[src/hw/rtl/bsw_pkg.sv]
// Shared types, constants and header byte lookup for the BMP stream writer.
package bsw_pkg;

    localparam int CFG_IDX_W      = 1;
    localparam int CFG_DATA_W     = 14;
    localparam int DIM_FIELD_W    = 16;
    localparam int ROWSZ_W        = 18;
    localparam int IDX_W          = 6;
    localparam int HDR_BYTES      = 14 + 40;
    localparam int INFO_BYTES     = 40;
    localparam int PELS_PER_METER = 11811;
    localparam int BITS_PER_PIXEL = 24;
    localparam logic [15:0] BMP_MAGIC = 16'h4D42;

    typedef enum logic [CFG_IDX_W-1:0] {
        CFG_IMAGE_WIDTH  = 1'b0,
        CFG_IMAGE_HEIGHT = 1'b1
    } t_cfg_idx;

    typedef enum logic {
        KIND_HEADER = 1'b0,
        KIND_PIXEL  = 1'b1
    } t_kind;

    localparam logic FUNC_START = 1'b0;

    // One queued job for the byte serializer.
    typedef struct packed {
        t_kind                   kind;
        logic [DIM_FIELD_W-1:0]  width;
        logic [DIM_FIELD_W-1:0]  height;
        logic [ROWSZ_W-1:0]      rowsz;
        logic [7:0]              blue;
        logic [7:0]              green;
        logic [7:0]              red;
        logic [1:0]              pad_n;
        logic                    eof;
    } t_entry;

    function automatic logic [7:0] le_byte(input logic [31:0] v, input logic [1:0] sel);
        logic [7:0] b;
        b = v[{sel, 3'b000} +: 8];
        return b;
    endfunction

    // Byte of the 54-byte header at a given offset. All 32-bit fields start at
    // an offset that is 2 mod 4, so the byte lane is the offset plus 2.
    function automatic logic [7:0] hdr_byte(
        input logic [IDX_W-1:0] idx,
        input logic [31:0]      filesz,
        input logic [31:0]      datasz,
        input logic [31:0]      w,
        input logic [31:0]      h
    );
        logic [1:0] sel;
        logic [7:0] b;
        sel = idx[1:0] + 2'd2;
        case (idx) inside
            6'd0:           b = BMP_MAGIC[7:0];
            6'd1:           b = BMP_MAGIC[15:8];
            [6'd2:6'd5]:    b = le_byte(filesz, sel);
            [6'd10:6'd13]:  b = le_byte(32'(HDR_BYTES), sel);
            [6'd14:6'd17]:  b = le_byte(32'(INFO_BYTES), sel);
            [6'd18:6'd21]:  b = le_byte(w, sel);
            [6'd22:6'd25]:  b = le_byte(h, sel);
            6'd26:          b = 8'd1;
            6'd28:          b = 8'(BITS_PER_PIXEL);
            [6'd34:6'd37]:  b = le_byte(datasz, sel);
            [6'd38:6'd45]:  b = le_byte(32'(PELS_PER_METER), sel);
            default:        b = 8'd0;
        endcase
        return b;
    endfunction

endpackage

[src/hw/rtl/bsw_if.sv]
// Stream channel interfaces: pixel items in, file bytes out.
interface bsw_pix_if;
    logic       valid;
    logic       ready;
    logic       func;
    logic [7:0] red;
    logic [7:0] green;
    logic [7:0] blue;

    modport source (output valid, func, red, green, blue, input ready);
    modport sink   (input valid, func, red, green, blue, output ready);
endinterface

interface bsw_byte_if;
    logic       valid;
    logic       ready;
    logic [7:0] byte_value;
    logic       last_of_run;
    logic       end_of_frame;

    modport source (output valid, byte_value, last_of_run, end_of_frame, input ready);
    modport sink   (input valid, byte_value, last_of_run, end_of_frame, output ready);
endinterface

[src/hw/rtl/bsw_front.sv]
// Front end: config registers, frame tracking and job classification.
module bsw_front
    import bsw_pkg::*;
#(
    parameter int MAX_DIM = 8192
) (
    input  logic                  i_clk,
    input  logic                  i_rst_n,
    input  logic                  i_cfg_we,
    input  logic [CFG_IDX_W-1:0]  i_cfg_idx,
    input  logic [CFG_DATA_W-1:0] i_cfg_data,
    bsw_pix_if.sink               i_pix,
    output logic                  o_push_valid,
    output t_entry                o_push_data,
    input  logic                  i_push_ready
);

    localparam int DIM_W = $clog2(MAX_DIM + 1);

    logic [CFG_DATA_W-1:0] r_image_width, r_image_height;
    logic                  r_in_frame, n_in_frame;
    logic [DIM_W-1:0]      r_col, n_col, r_row, n_row;
    logic [DIM_W-1:0]      r_fw, n_fw, r_fh, n_fh;
    logic [DIM_W-1:0]      clamp_w, clamp_h, col_inc, row_inc;
    logic                  accept;

    function automatic logic [DIM_W-1:0] clamp_dim(input logic [CFG_DATA_W-1:0] v);
        logic [DIM_W-1:0] d;
        if (v == '0) begin
            d = DIM_W'(1);
        end else if (17'(v) > 17'(MAX_DIM)) begin
            d = DIM_W'(MAX_DIM);
        end else begin
            d = DIM_W'(v);
        end
        return d;
    endfunction

    assign i_pix.ready = i_push_ready;
    assign accept      = i_pix.valid && i_pix.ready;
    assign clamp_w     = clamp_dim(r_image_width);
    assign clamp_h     = clamp_dim(r_image_height);
    assign col_inc     = r_col + DIM_W'(1);
    assign row_inc     = r_row + DIM_W'(1);

    always_comb begin
        n_in_frame   = r_in_frame;
        n_col        = r_col;
        n_row        = r_row;
        n_fw         = r_fw;
        n_fh         = r_fh;
        o_push_valid = 1'b0;
        o_push_data  = '0;
        o_push_data.blue  = i_pix.blue;
        o_push_data.green = i_pix.green;
        o_push_data.red   = i_pix.red;
        if (accept) begin
            if (i_pix.func == FUNC_START) begin
                // latch frame geometry and queue the header
                n_fw       = clamp_w;
                n_fh       = clamp_h;
                n_col      = '0;
                n_row      = '0;
                n_in_frame = 1'b1;
                o_push_valid       = 1'b1;
                o_push_data.kind   = KIND_HEADER;
                o_push_data.width  = DIM_FIELD_W'(clamp_w);
                o_push_data.height = DIM_FIELD_W'(clamp_h);
                o_push_data.rowsz  = ((ROWSZ_W'(clamp_w) << 1) + ROWSZ_W'(clamp_w)
                                      + ROWSZ_W'(3)) & ~ROWSZ_W'(3);
            end else if (r_in_frame) begin
                o_push_valid     = 1'b1;
                o_push_data.kind = KIND_PIXEL;
                if (col_inc >= r_fw) begin
                    // row done: pad to four bytes, advance row
                    o_push_data.pad_n = r_fw[1:0];
                    n_col = '0;
                    n_row = row_inc;
                    if (row_inc >= r_fh) begin
                        o_push_data.eof = 1'b1;
                        n_in_frame = 1'b0;
                        n_row      = '0;
                    end
                end else begin
                    n_col = col_inc;
                end
            end
        end
    end

    always_ff @(posedge i_clk) begin
        if (!i_rst_n) begin
            r_image_width  <= CFG_DATA_W'(1);
            r_image_height <= CFG_DATA_W'(1);
            r_in_frame     <= 1'b0;
            r_col          <= '0;
            r_row          <= '0;
            r_fw           <= DIM_W'(1);
            r_fh           <= DIM_W'(1);
        end else begin
            if (i_cfg_we && i_cfg_idx == CFG_IMAGE_WIDTH) begin
                r_image_width <= i_cfg_data;
            end
            if (i_cfg_we && i_cfg_idx == CFG_IMAGE_HEIGHT) begin
                r_image_height <= i_cfg_data;
            end
            r_in_frame <= n_in_frame;
            r_col      <= n_col;
            r_row      <= n_row;
            r_fw       <= n_fw;
            r_fh       <= n_fh;
        end
    end

endmodule

[src/hw/rtl/bsw_fifo.sv]
// Small job queue between front end and serializer.
module bsw_fifo
    import bsw_pkg::*;
#(
    parameter int DEPTH = 4
) (
    input  logic   i_clk,
    input  logic   i_rst_n,
    input  logic   i_push,
    input  t_entry i_push_data,
    output logic   o_not_full,
    input  logic   i_pop,
    output logic   o_not_empty,
    output t_entry o_head
);

    localparam int PTR_W = (DEPTH > 1) ? $clog2(DEPTH) : 1;
    localparam int CNT_W = $clog2(DEPTH + 1);

    t_entry           r_mem [DEPTH];
    logic [PTR_W-1:0] r_wr_ptr, r_rd_ptr;
    logic [CNT_W-1:0] r_count;
    logic             do_push, do_pop;

    function automatic logic [PTR_W-1:0] wrap_inc(input logic [PTR_W-1:0] p);
        logic [PTR_W-1:0] q;
        q = (p == PTR_W'(DEPTH - 1)) ? '0 : p + PTR_W'(1);
        return q;
    endfunction

    assign o_not_full  = (r_count != CNT_W'(DEPTH));
    assign o_not_empty = (r_count != '0);
    assign o_head      = r_mem[r_rd_ptr];
    assign do_push     = i_push && o_not_full;
    assign do_pop      = i_pop && o_not_empty;

    always_ff @(posedge i_clk) begin
        if (do_push) begin
            r_mem[r_wr_ptr] <= i_push_data;
        end
    end

    always_ff @(posedge i_clk) begin
        if (!i_rst_n) begin
            r_wr_ptr <= '0;
            r_rd_ptr <= '0;
            r_count  <= '0;
        end else begin
            if (do_push) begin
                r_wr_ptr <= wrap_inc(r_wr_ptr);
            end
            if (do_pop) begin
                r_rd_ptr <= wrap_inc(r_rd_ptr);
            end
            if (do_push && !do_pop) begin
                r_count <= r_count + CNT_W'(1);
            end else if (do_pop && !do_push) begin
                r_count <= r_count - CNT_W'(1);
            end
        end
    end

endmodule

[src/hw/rtl/bsw_back.sv]
// Back end: serializes queued jobs into file bytes through an output register.
module bsw_back
    import bsw_pkg::*;
(
    input  logic      i_clk,
    input  logic      i_rst_n,
    input  logic      i_q_valid,
    input  t_entry    i_q_head,
    output logic      o_q_pop,
    bsw_byte_if.source o_byte
);

    t_entry            r_cur;
    logic              r_busy;
    logic [IDX_W-1:0]  r_idx, last_idx;
    logic [31:0]       r_datasz, r_filesz;
    logic              r_out_valid, r_last, r_eof;
    logic [7:0]        r_byte, cur_byte;
    logic              slot_free, emit, fin;

    assign slot_free = !r_out_valid || o_byte.ready;
    assign emit      = r_busy && slot_free;
    assign last_idx  = (r_cur.kind == KIND_HEADER) ? IDX_W'(HDR_BYTES - 1)
                                                   : IDX_W'(2) + IDX_W'(r_cur.pad_n);
    assign fin       = emit && (r_idx == last_idx);
    assign o_q_pop   = i_q_valid && (!r_busy || fin);

    always_comb begin
        if (r_cur.kind == KIND_HEADER) begin
            cur_byte = hdr_byte(r_idx, r_filesz, r_datasz,
                                32'(r_cur.width), 32'(r_cur.height));
        end else begin
            case (r_idx)
                6'd0:    cur_byte = r_cur.blue;
                6'd1:    cur_byte = r_cur.green;
                6'd2:    cur_byte = r_cur.red;
                default: cur_byte = 8'd0;
            endcase
        end
    end

    // image size (r_datasz) and then file size (r_filesz) are registered from the
    // loaded header and settle before their first byte is reached
    always_ff @(posedge i_clk) begin
        r_datasz <= 32'(r_cur.rowsz * 34'(r_cur.height));
        r_filesz <= r_datasz + 32'(HDR_BYTES);
        if (o_q_pop) begin
            r_cur <= i_q_head;
        end
        if (emit) begin
            r_byte <= cur_byte;
            r_last <= (r_idx == last_idx);
            r_eof  <= (r_idx == last_idx) && (r_cur.kind == KIND_PIXEL) && r_cur.eof;
        end
    end

    always_ff @(posedge i_clk) begin
        if (!i_rst_n) begin
            r_busy      <= 1'b0;
            r_idx       <= '0;
            r_out_valid <= 1'b0;
        end else begin
            if (o_q_pop) begin
                r_busy <= 1'b1;
                r_idx  <= '0;
            end else if (fin) begin
                r_busy <= 1'b0;
            end else if (emit) begin
                r_idx <= r_idx + IDX_W'(1);
            end
            if (emit) begin
                r_out_valid <= 1'b1;
            end else if (o_byte.ready) begin
                r_out_valid <= 1'b0;
            end
        end
    end

    assign o_byte.valid        = r_out_valid;
    assign o_byte.byte_value   = r_byte;
    assign o_byte.last_of_run  = r_last;
    assign o_byte.end_of_frame = r_eof;

endmodule

[src/hw/rtl/bmp24_stream_writer.sv]
// Top level of the 24-bit BMP byte stream writer.
//
// Usage: program image_width (index 0) and image_height (index 1) through the
// write port while idle; values are sampled at each frame start, 0 reads as 1
// and values above MAX_DIM read as MAX_DIM. Send a start item (func = 0) on
// i_pix to emit the 54-byte header, then pixel items (func = 1). Each pixel
// yields blue, green, red; the last pixel of a row adds width mod 4 zero bytes.
// Pixels outside a frame are dropped. o_byte carries one byte per transfer,
// with last_of_run on the final byte of each item and end_of_frame on the
// final byte of the file.
// Throughput: one byte per cycle while the receiver is ready, so a pixel is 3
// bytes (3 to 6 at a row end) and a header 54 bytes. Items pass the job queue
// and the serializer's job register before reaching the output register. The
// FIFO_DEPTH job queue lets the front end take items while the serializer works.
// Reset clears the frame state, counters, queue and output register and sets
// both dimensions to 1. When the receiver stalls, the output register holds
// its byte, the serializer stops and the queue fills before i_pix.ready drops.
module bmp24_stream_writer
    import bsw_pkg::*;
#(
    parameter int MAX_DIM    = 8192,
    parameter int FIFO_DEPTH = 4
) (
    input  logic                  i_clk,
    input  logic                  i_rst_n,
    input  logic                  i_cfg_we,
    input  logic [CFG_IDX_W-1:0]  i_cfg_idx,
    input  logic [CFG_DATA_W-1:0] i_cfg_data,
    bsw_pix_if.sink               i_pix,
    bsw_byte_if.source            o_byte
);

    logic   push_valid, push_ready;
    t_entry push_data;
    logic   q_valid, q_pop;
    t_entry q_head;

    // classify items, track column and row, hold dimensions
    bsw_front #(
        .MAX_DIM (MAX_DIM)
    ) u_front (
        .i_clk        (i_clk),
        .i_rst_n      (i_rst_n),
        .i_cfg_we     (i_cfg_we),
        .i_cfg_idx    (i_cfg_idx),
        .i_cfg_data   (i_cfg_data),
        .i_pix        (i_pix),
        .o_push_valid (push_valid),
        .o_push_data  (push_data),
        .i_push_ready (push_ready)
    );

    // decouple front end from the byte serializer
    bsw_fifo #(
        .DEPTH (FIFO_DEPTH)
    ) u_fifo (
        .i_clk       (i_clk),
        .i_rst_n     (i_rst_n),
        .i_push      (push_valid),
        .i_push_data (push_data),
        .o_not_full  (push_ready),
        .i_pop       (q_pop),
        .o_not_empty (q_valid),
        .o_head      (q_head)
    );

    // drain jobs one byte per cycle, while the receiver is ready, into the output register
    bsw_back u_back (
        .i_clk     (i_clk),
        .i_rst_n   (i_rst_n),
        .i_q_valid (q_valid),
        .i_q_head  (q_head),
        .o_q_pop   (q_pop),
        .o_byte    (o_byte)
    );

endmodule
[src/flat_wrapper.sv]
// flat-port wrapper written by rule: the top's interface ports become plain ports
module bmp24_stream_writer_flat import bsw_pkg::*;
#(
    parameter int MAX_DIM    = 8192,
    parameter int FIFO_DEPTH = 4
)
  (i_clk, i_rst_n, i_cfg_we, i_cfg_idx, i_cfg_data, i_pix_valid, i_pix_func, i_pix_red, i_pix_green, i_pix_blue, i_pix_ready, o_byte_valid, o_byte_byte_value, o_byte_last_of_run, o_byte_end_of_frame, o_byte_ready);
  bsw_pix_if i_pix_i ();
  bsw_byte_if o_byte_i ();
  input  logic i_clk;
  input  logic i_rst_n;
  input  logic i_cfg_we;
  input  logic [CFG_IDX_W-1:0] i_cfg_idx;
  input  logic [CFG_DATA_W-1:0] i_cfg_data;
  input wire logic [$bits(i_pix_i.valid)-1:0] i_pix_valid;
  input wire logic [$bits(i_pix_i.func)-1:0] i_pix_func;
  input wire logic [$bits(i_pix_i.red)-1:0] i_pix_red;
  input wire logic [$bits(i_pix_i.green)-1:0] i_pix_green;
  input wire logic [$bits(i_pix_i.blue)-1:0] i_pix_blue;
  output wire logic [$bits(i_pix_i.ready)-1:0] i_pix_ready;
  output wire logic [$bits(o_byte_i.valid)-1:0] o_byte_valid;
  output wire logic [$bits(o_byte_i.byte_value)-1:0] o_byte_byte_value;
  output wire logic [$bits(o_byte_i.last_of_run)-1:0] o_byte_last_of_run;
  output wire logic [$bits(o_byte_i.end_of_frame)-1:0] o_byte_end_of_frame;
  input wire logic [$bits(o_byte_i.ready)-1:0] o_byte_ready;
  assign i_pix_i.valid = i_pix_valid;
  assign i_pix_i.func = i_pix_func;
  assign i_pix_i.red = i_pix_red;
  assign i_pix_i.green = i_pix_green;
  assign i_pix_i.blue = i_pix_blue;
  assign i_pix_ready = i_pix_i.ready;
  assign o_byte_valid = o_byte_i.valid;
  assign o_byte_byte_value = o_byte_i.byte_value;
  assign o_byte_last_of_run = o_byte_i.last_of_run;
  assign o_byte_end_of_frame = o_byte_i.end_of_frame;
  assign o_byte_i.ready = o_byte_ready;
  bmp24_stream_writer #(.MAX_DIM(MAX_DIM), .FIFO_DEPTH(FIFO_DEPTH)) u_core (.i_clk(i_clk), .i_rst_n(i_rst_n), .i_cfg_we(i_cfg_we), .i_cfg_idx(i_cfg_idx), .i_cfg_data(i_cfg_data), .i_pix(i_pix_i), .o_byte(o_byte_i));
endmodule
[config.mk]
export PLATFORM = sky130hd
export DESIGN_NAME = bmp24_stream_writer_flat
export DESIGN_NICKNAME = d
export VERILOG_FILES = /design/src/hw/rtl/bsw_pkg.sv /design/src/hw/rtl/bsw_if.sv /design/src/hw/rtl/bsw_front.sv /design/src/hw/rtl/bsw_fifo.sv /design/src/hw/rtl/bsw_back.sv /design/src/hw/rtl/bmp24_stream_writer.sv /design/src/flat_wrapper.sv
export SDC_FILE = /design/constraint.sdc
export NUM_CORES = 1
export LEC_CHECK = 0
export ABC_CLOCK_PERIOD_IN_PS = 8400
export BUFFER_PORTS_ARGS = -buffer_cell sky130_fd_sc_hd__clkbuf_2
export CAP_MARGIN = 30
export CORE_ASPECT_RATIO = 1.5
export CORE_MARGIN = 1
export CORE_UTILIZATION = 64
export CTS_CLUSTER_DIAMETER = 200
export DETAILED_ROUTE_END_ITERATION = 16
export GPL_ROUTABILITY_DRIVEN = 0
export GPL_TIMING_DRIVEN = 0
export PLACE_DENSITY = 0.81
export SYNTH_ARGS = -nofsm -noshare
export SYNTH_HDL_FRONTEND = slang
export SYNTH_SLANG_ARGS = --single-unit
[constraint.sdc]
create_clock -name i_clk -period 8.4 [get_ports i_clk]
set_clock_uncertainty 0.2 [all_clocks]
set_input_delay 2.1 -clock i_clk [delete_from_list [all_inputs] [get_ports i_clk]]
set_output_delay 2.1 -clock i_clk [all_outputs]
set_load 0.02 [all_outputs]
# After elaboration in Yosys (flattened, before gate mapping)
# Memory sizes are Yosys's and may differ from the RTL's. A register that Yosys moved wholly into a read port is not among the register bits.
# Index checks and enable logic that the tools add are counted.
# Widths: inputs -> output; s select.
# word_totals
reg_bits	174
ramBits	312
input_bits	45
out_inout_bits	12
wordCells	158
mem_count	1
# mem_list
name	words	width	read_ports	rd_ports_with_merged_regs	wr	line_no	source
u_core.u_fifo.r_mem	4	78	1	1	1	bsw_fifo.sv:20	t_entry r_mem [DEPTH];
# op_classes
n_addsub	12
multipliers	1
n_lt_le_gt_ge	18
n_eq_ne	10
shifts	7
muxes	50
bitwise_logic	4
reduce_logical	37
# ops
cell	count
$mux 14	11
$shiftx 32x6->8	4
$mux 8	12
$shiftx 32x6->8 const A	3
$mux 51	1
$mux 48	1
$add 32x6->32 const B	1
$mul 18x16->32	1
$add 14x1->14 const B	2
$ge 14x14->1	2
$gt 14x14->1 const B	2
$logic_not 14->1	2
$pmux 8 s3	1
$logic_and 1x1->1	19
$le 6x5->1 const B	3
$mux 3	6
$add 16x2->17 const B	1
$add 15x14->16	1
$mux 1	15
$eq 6x5->1 const B	2
$ge 6x4->1 const B	2
$ge 6x5->1 const B	2
$ge 6x6->1 const B	2
$le 6x6->1 const B	2
26 further kinds	41

# Logic depth before layout (Yosys ltp)
# logic_depth
word_depth	14
mapped_depth	22
depth_no_buf	21

# Hierarchy
# Synthesis repeated with hierarchy kept, for this count alone.
# unflattened
hier_cells	2726
hier_area_um2	32985.4
# by_module_without_submodules
module	instances	cells_each	area_per_inst_um2
bsw_back	1	1526	15488.6
bsw_fifo	1	459	11726.2
bsw_front	1	741	5770.5

# Worst setup path before layout
# No wires, ideal clock.
# synth_timing
kind	reg2reg
start	reg, netlist name u_core.u_back.r_cur[51]
end	reg u_core.u_back.r_datasz[28]
t_arrival_ns	5.644
setup_slack_ns	2.460
stages_incl_launch_ff	22
path_buffers	2
period_less_slack_ns	5.940
path_cell_list	edfxtp_1 -> clkbuf_1 -> and2_1 -> fa_1 -> inv_1 -> fa_1 -> inv_1 -> fa_1 -> fa_1 -> fa_1 -> inv_1 -> fa_1 -> inv_1 -> ha_1 -> clkbuf_1 -> a21oi_1 -> o21ai_0 -> a21oi_1 -> o211ai_2 -> o211ai_2 -> or4b_1 -> o311ai_1
# synth_via
elab_chain_cells	1
# synth_lines
element	line_no	source
$mul 18x16->32	bsw_back.sv:45	r_datasz <= 32'(r_cur.rowsz * 34'(r_cur.height));
to (signal assigned)	bsw_back.sv:45	
to (decl)	bsw_back.sv:16	logic [31:0] r_datasz, r_filesz;
# Every way passes these cells.
# A chain may end at the register's enable or synchronous reset.

# Worst setup path in the final report
# layout_timing
start	reg, netlist name u_core.u_back.r_cur[54]
end	reg u_core.u_back.r_datasz[28]
# layout_via
elab_chain_cells	1
# layout_lines
element	line_no
$mul 18x16->32	bsw_back.sv:45
# Every way passes these cells.

==> run metrics <==
result of the run=finished clean; CTS HTree Levels=2; TritonCTS clock tree=yes; DR DRC count=0; leading cell types by total area after synthesis=edfxtp_1 38%, dfxtp_1 11%, fa_1 10%; type of the most critical hold path=reg2reg; Via Count=19010; average cell area after synthesis=12.23 um2; die span in y=261.1 um; fraction of layout cells with a size suffix above 1=11.63%; clock slew seen by the registers of the worst setup and hold paths=0.07 ns; startpoint class of the critical path=flop; antenna violations before repair=0; insertion delay to the later sink of the worst-skew pair=0.60 ns; max_cap viols=0; buffers inserted by post-CTS timing repair=0; placeable core area=43990 um2; total half-perimeter wirelength after legalization and detailed placement=49860 um; Wirelength per Cell=22.98 um; combined area of all synthesized cells=28640 um2; detailed-routing iteration count for the pre-antenna-repair pass=8; fillers=2860; layout-stage area growth over the synthesis result=9.702%; multi-input logic area=13300 um2; Final Max Tran Viols=0; Initial Utilization=65.11%; most numerous cell on the critical path=fa_1; Post-DRT Antenna Nets=0; RSZ-0062 raised after global routing=no; final instance area=31420 um2; via count of the first global-routing pass=20180; Critical-path top delay cell=edfxtp_1; flip-flop cell with the highest count after synthesis=edfxtp_1; Data arrival, critical path=7.27 ns; cell with the most instances after synthesis=edfxtp_1; final count of negative-setup-slack endpoints=0; Crit Path Max Fanout=10; TritonCTS Sinks=520; Crit. path cell count=19; worst relative slew slack=30.05%; yosys synthesis warning count=0; CTS Root Cell=clkbuf_16; total routed wirelength=70560 um; Core Rows=94; number of flops mapped to enable cells by yosys=360; pin count of the biggest net entering global routing=72; kind of capture point of the worst setup path=flop; portion of the post-synthesis area used by sequential elements=48.93%; register bit count reported by yosys=520; setup TNS=0 ns; Post-Syn Instances=2342; floorplan die area=45620 um2; capture point of the worst path=u_core.u_back.r_datasz[28]$_DFF_P_; Commonest cells post-synth=360 x edfxtp_1, 256 x inv_1, 254 x nand2_1; number of design-rule violations left by the first detailed-router iteration=1759; area taken by flip-flops and latches=14010 um2; maximum operating frequency=0.1428 GHz; number of gates resized after cts=0; capturing point of the worst reg2reg path=u_core.u_back.r_datasz[28]$_DFF_P_; Worst R2R Setup Slack=1.40 ns; number of buffers inserted by port buffering=56; family of cells with the greatest summed delay on the critical path=adder cells; I/O pin total=57; wire length of the first global-routing pass=109100 um; Worst Setup Path Type=reg2reg; r2r startpoint=u_core.u_back.r_cur[54]$_DFFE_PP_; Vias/cell=6.191; count of final hold-check violations=0; buffering stage count on the worst path with inverters included=4; reg2reg path depth=19; Global Route Usage Sum=31.52%; sum of overflow across all layers after global routing=0; top cell type by total area after synthesis=edfxtp_1; syn_nets=2700; final critical-path share of the clock period=83.34%; Final Net Count=2811; first element of the critical path=u_core.u_back.r_cur[54]$_DFFE_PP_; Area after DPL=29770 um2; transition time of the tightest slew-check pin=1.041 ns; async set-reset flop share out of synthesis=0%; worst-path cell chain=clkbuf_1 > nand2_1 > fa_1 > fa_1 > inv_1 > fa_1 > fa_1 > fa_1 > inv_1 > fa_1 > inv_1 > ha_1 > a21oi_1 > o21ai_0 > a21oi_1 > o211ai_2 > o211ai_2 > or4b_1 > o311ai_1; data required time at the worst endpoint=8.67 ns; fin crit period=7.001 ns; die boundary width=174.7 um; Unique masters post-synth=85; cts bufs inserted=48; Hold-fix buffers, CTS=0; portion of synthesized cell area occupied by the leading cell type=37.74%; buffers from clock root to sink, at most=3; Slowest Stage Delay on Critical Path=0.60 ns
-- sequential cells by signal (all words and copies together) (netlist names), 2 cells and up --
| signal | cells |
|---|---|
| u_core.u_fifo.r_wr_ptr | 2 |
| u_core.u_back.r_idx | 6 |
| u_core.u_front.r_fw | 14 |
| u_core.u_back.r_datasz | 30 |
| u_core.u_back.r_filesz | 30 |
| u_core.u_back.o_byte.byte_value | 8 |
| u_core.u_front.r_image_width | 14 |
| u_core.u_front.r_row | 14 |
| u_core.u_fifo.r_mem | 280 |
| u_core.u_front.r_fh | 14 |
| u_core.u_fifo.r_count | 3 |
| u_core.u_fifo.r_rd_ptr | 2 |
| u_core.u_back.r_cur | 70 |
| u_core.u_front.r_col | 14 |
| u_core.u_front.r_image_height | 14 |
-- worst min-delay path by stage --
| stage | start | endpoint | slack (ns) | cells past startpoint |
|---|---|---|---|---|
| 2_1_floorplan | u_core.u_back.r_datasz[2]$_DFF_P_ | u_core.u_back.r_filesz[2]$_DFF_P_ | 0.19 | 1 |
| 6_report | u_core.u_front.r_image_height[8]$_SDFFE_PN0P_ | u_core.u_front.r_image_height[8]$_SDFFE_PN0P_ | 0.28 | 2 |
| 5_1_grt | u_core.u_back.r_datasz[2]$_DFF_P_ | u_core.u_back.r_filesz[2]$_DFF_P_ | 0.29 | 1 |
| 4_1_cts | u_core.u_back.r_datasz[2]$_DFF_P_ | u_core.u_back.r_filesz[2]$_DFF_P_ | 0.26 | 1 |
| 3_5_place_dp | u_core.u_back.r_datasz[2]$_DFF_P_ | u_core.u_back.r_filesz[2]$_DFF_P_ | 0.24 | 1 |
| 3_3_place_gp | u_core.u_back.r_datasz[2]$_DFF_P_ | u_core.u_back.r_filesz[2]$_DFF_P_ | 0.24 | 1 |
-- routing by layer --
metal	GRT usage (%)	vias up	part of all wire, %
met3	4.384	319	6.3
met4	20.31	0	7.1
met1	35.11	9302	34
met2	56.62	1000	52
li1	-	8386	-
met5	0	-	0
-- worst register-to-register path, cell delays in order (launching register included) --
cell and delay, ns:
edfxtp_1 0.60, clkbuf_1 0.49, nand2_1 0.19, fa_1 0.54
fa_1 0.52, inv_1 0.05, fa_1 0.48, fa_1 0.53
fa_1 0.54, inv_1 0.06, fa_1 0.53, inv_1 0.04
ha_1 0.40, a21oi_1 0.34, o21ai_0 0.18, a21oi_1 0.21
o211ai_2 0.21, o211ai_2 0.22, or4b_1 0.45, o311ai_1 0.13
-- layout by cell type, fill, tap and decap left out, drive strengths merged, types with 7 or more instances in the layout --
master / Yosys / final
clkbuf: 57 / 170
a31oi: 7 / 7
o21ai: 39 / 39
nor2: 83 / 83
a21boi: 36 / 36
nor4: 10 / 10
a21o: 36 / 36
and3: 29 / 29
a211oi: 9 / 9
a21oi: 83 / 83
mux4: 83 / 83
nor3b: 7 / 7
inv: 258 / 260
nand2b: 17 / 17
ha: 168 / 168
nand3: 41 / 41
or2: 10 / 10
o21a: 10 / 10
nor2b: 47 / 47
o22ai: 8 / 8
buf: 29 / 34
mux2i: 18 / 18
xor2: 45 / 45
xnor2: 47 / 47
clkinv: 0 / 18
fa: 145 / 145
nor3: 18 / 18
edfxtp: 360 / 360
o211ai: 8 / 8
nand2: 256 / 256
nand4: 17 / 17
and2: 121 / 121
dfxtp: 160 / 160
bufinv: 0 / 7
-- logic make-up after synthesis --
| group | count (synthesis) | share of synthesized area [%] |
|---|---|---|
| flip-flops | 520 | 48.93 |
| buffers and inverters | 344 | 4.687 |
| adder cells (fa/ha/maj) | 313 | 17.47 |
| AND/OR/NAND/NOR | 672 | 11.70 |
| AO/OA/AOI/OAI | 298 | 7.164 |
| multiplexers | 103 | 7.234 |
| XOR/XNOR | 92 | 2.813 |
-- layout make-up --
type,instances,share of cell area (%)
Antenna cell,1,0.007964
Buffer,86,1.191
Clock buffer,57,3.930
Clock inverter,33,1.318
Inverter,258,3.090
Multi-Input combinational cell,1478,42.31
Sequential cell,520,44.60
Tap cell,576,2.294
Timing Repair Buffer,61,1.254
-- per-stage QoR --
stage | setup slack [ns] | hold slack (ns) | instances | util [%]
4_1_cts | 1.503 | 0.2624 | 3069 | 71.42
2_1_floorplan | 2.460 | 0.1916 | 2342 | -
3_3_place_gp | 1.649 | 0.2443 | 2974 | 67.39
5_1_grt | 1.231 | 0.2861 | 3069 | 71.42
6_report | 1.399 | 0.2775 | 3070 | 71.43
3_5_place_dp | 1.508 | 0.2432 | 2979 | 67.68
Power is left out: the tool's default activity adds up to more than one toggle a clock period on the data nets, which glitch-free logic cannot reach.
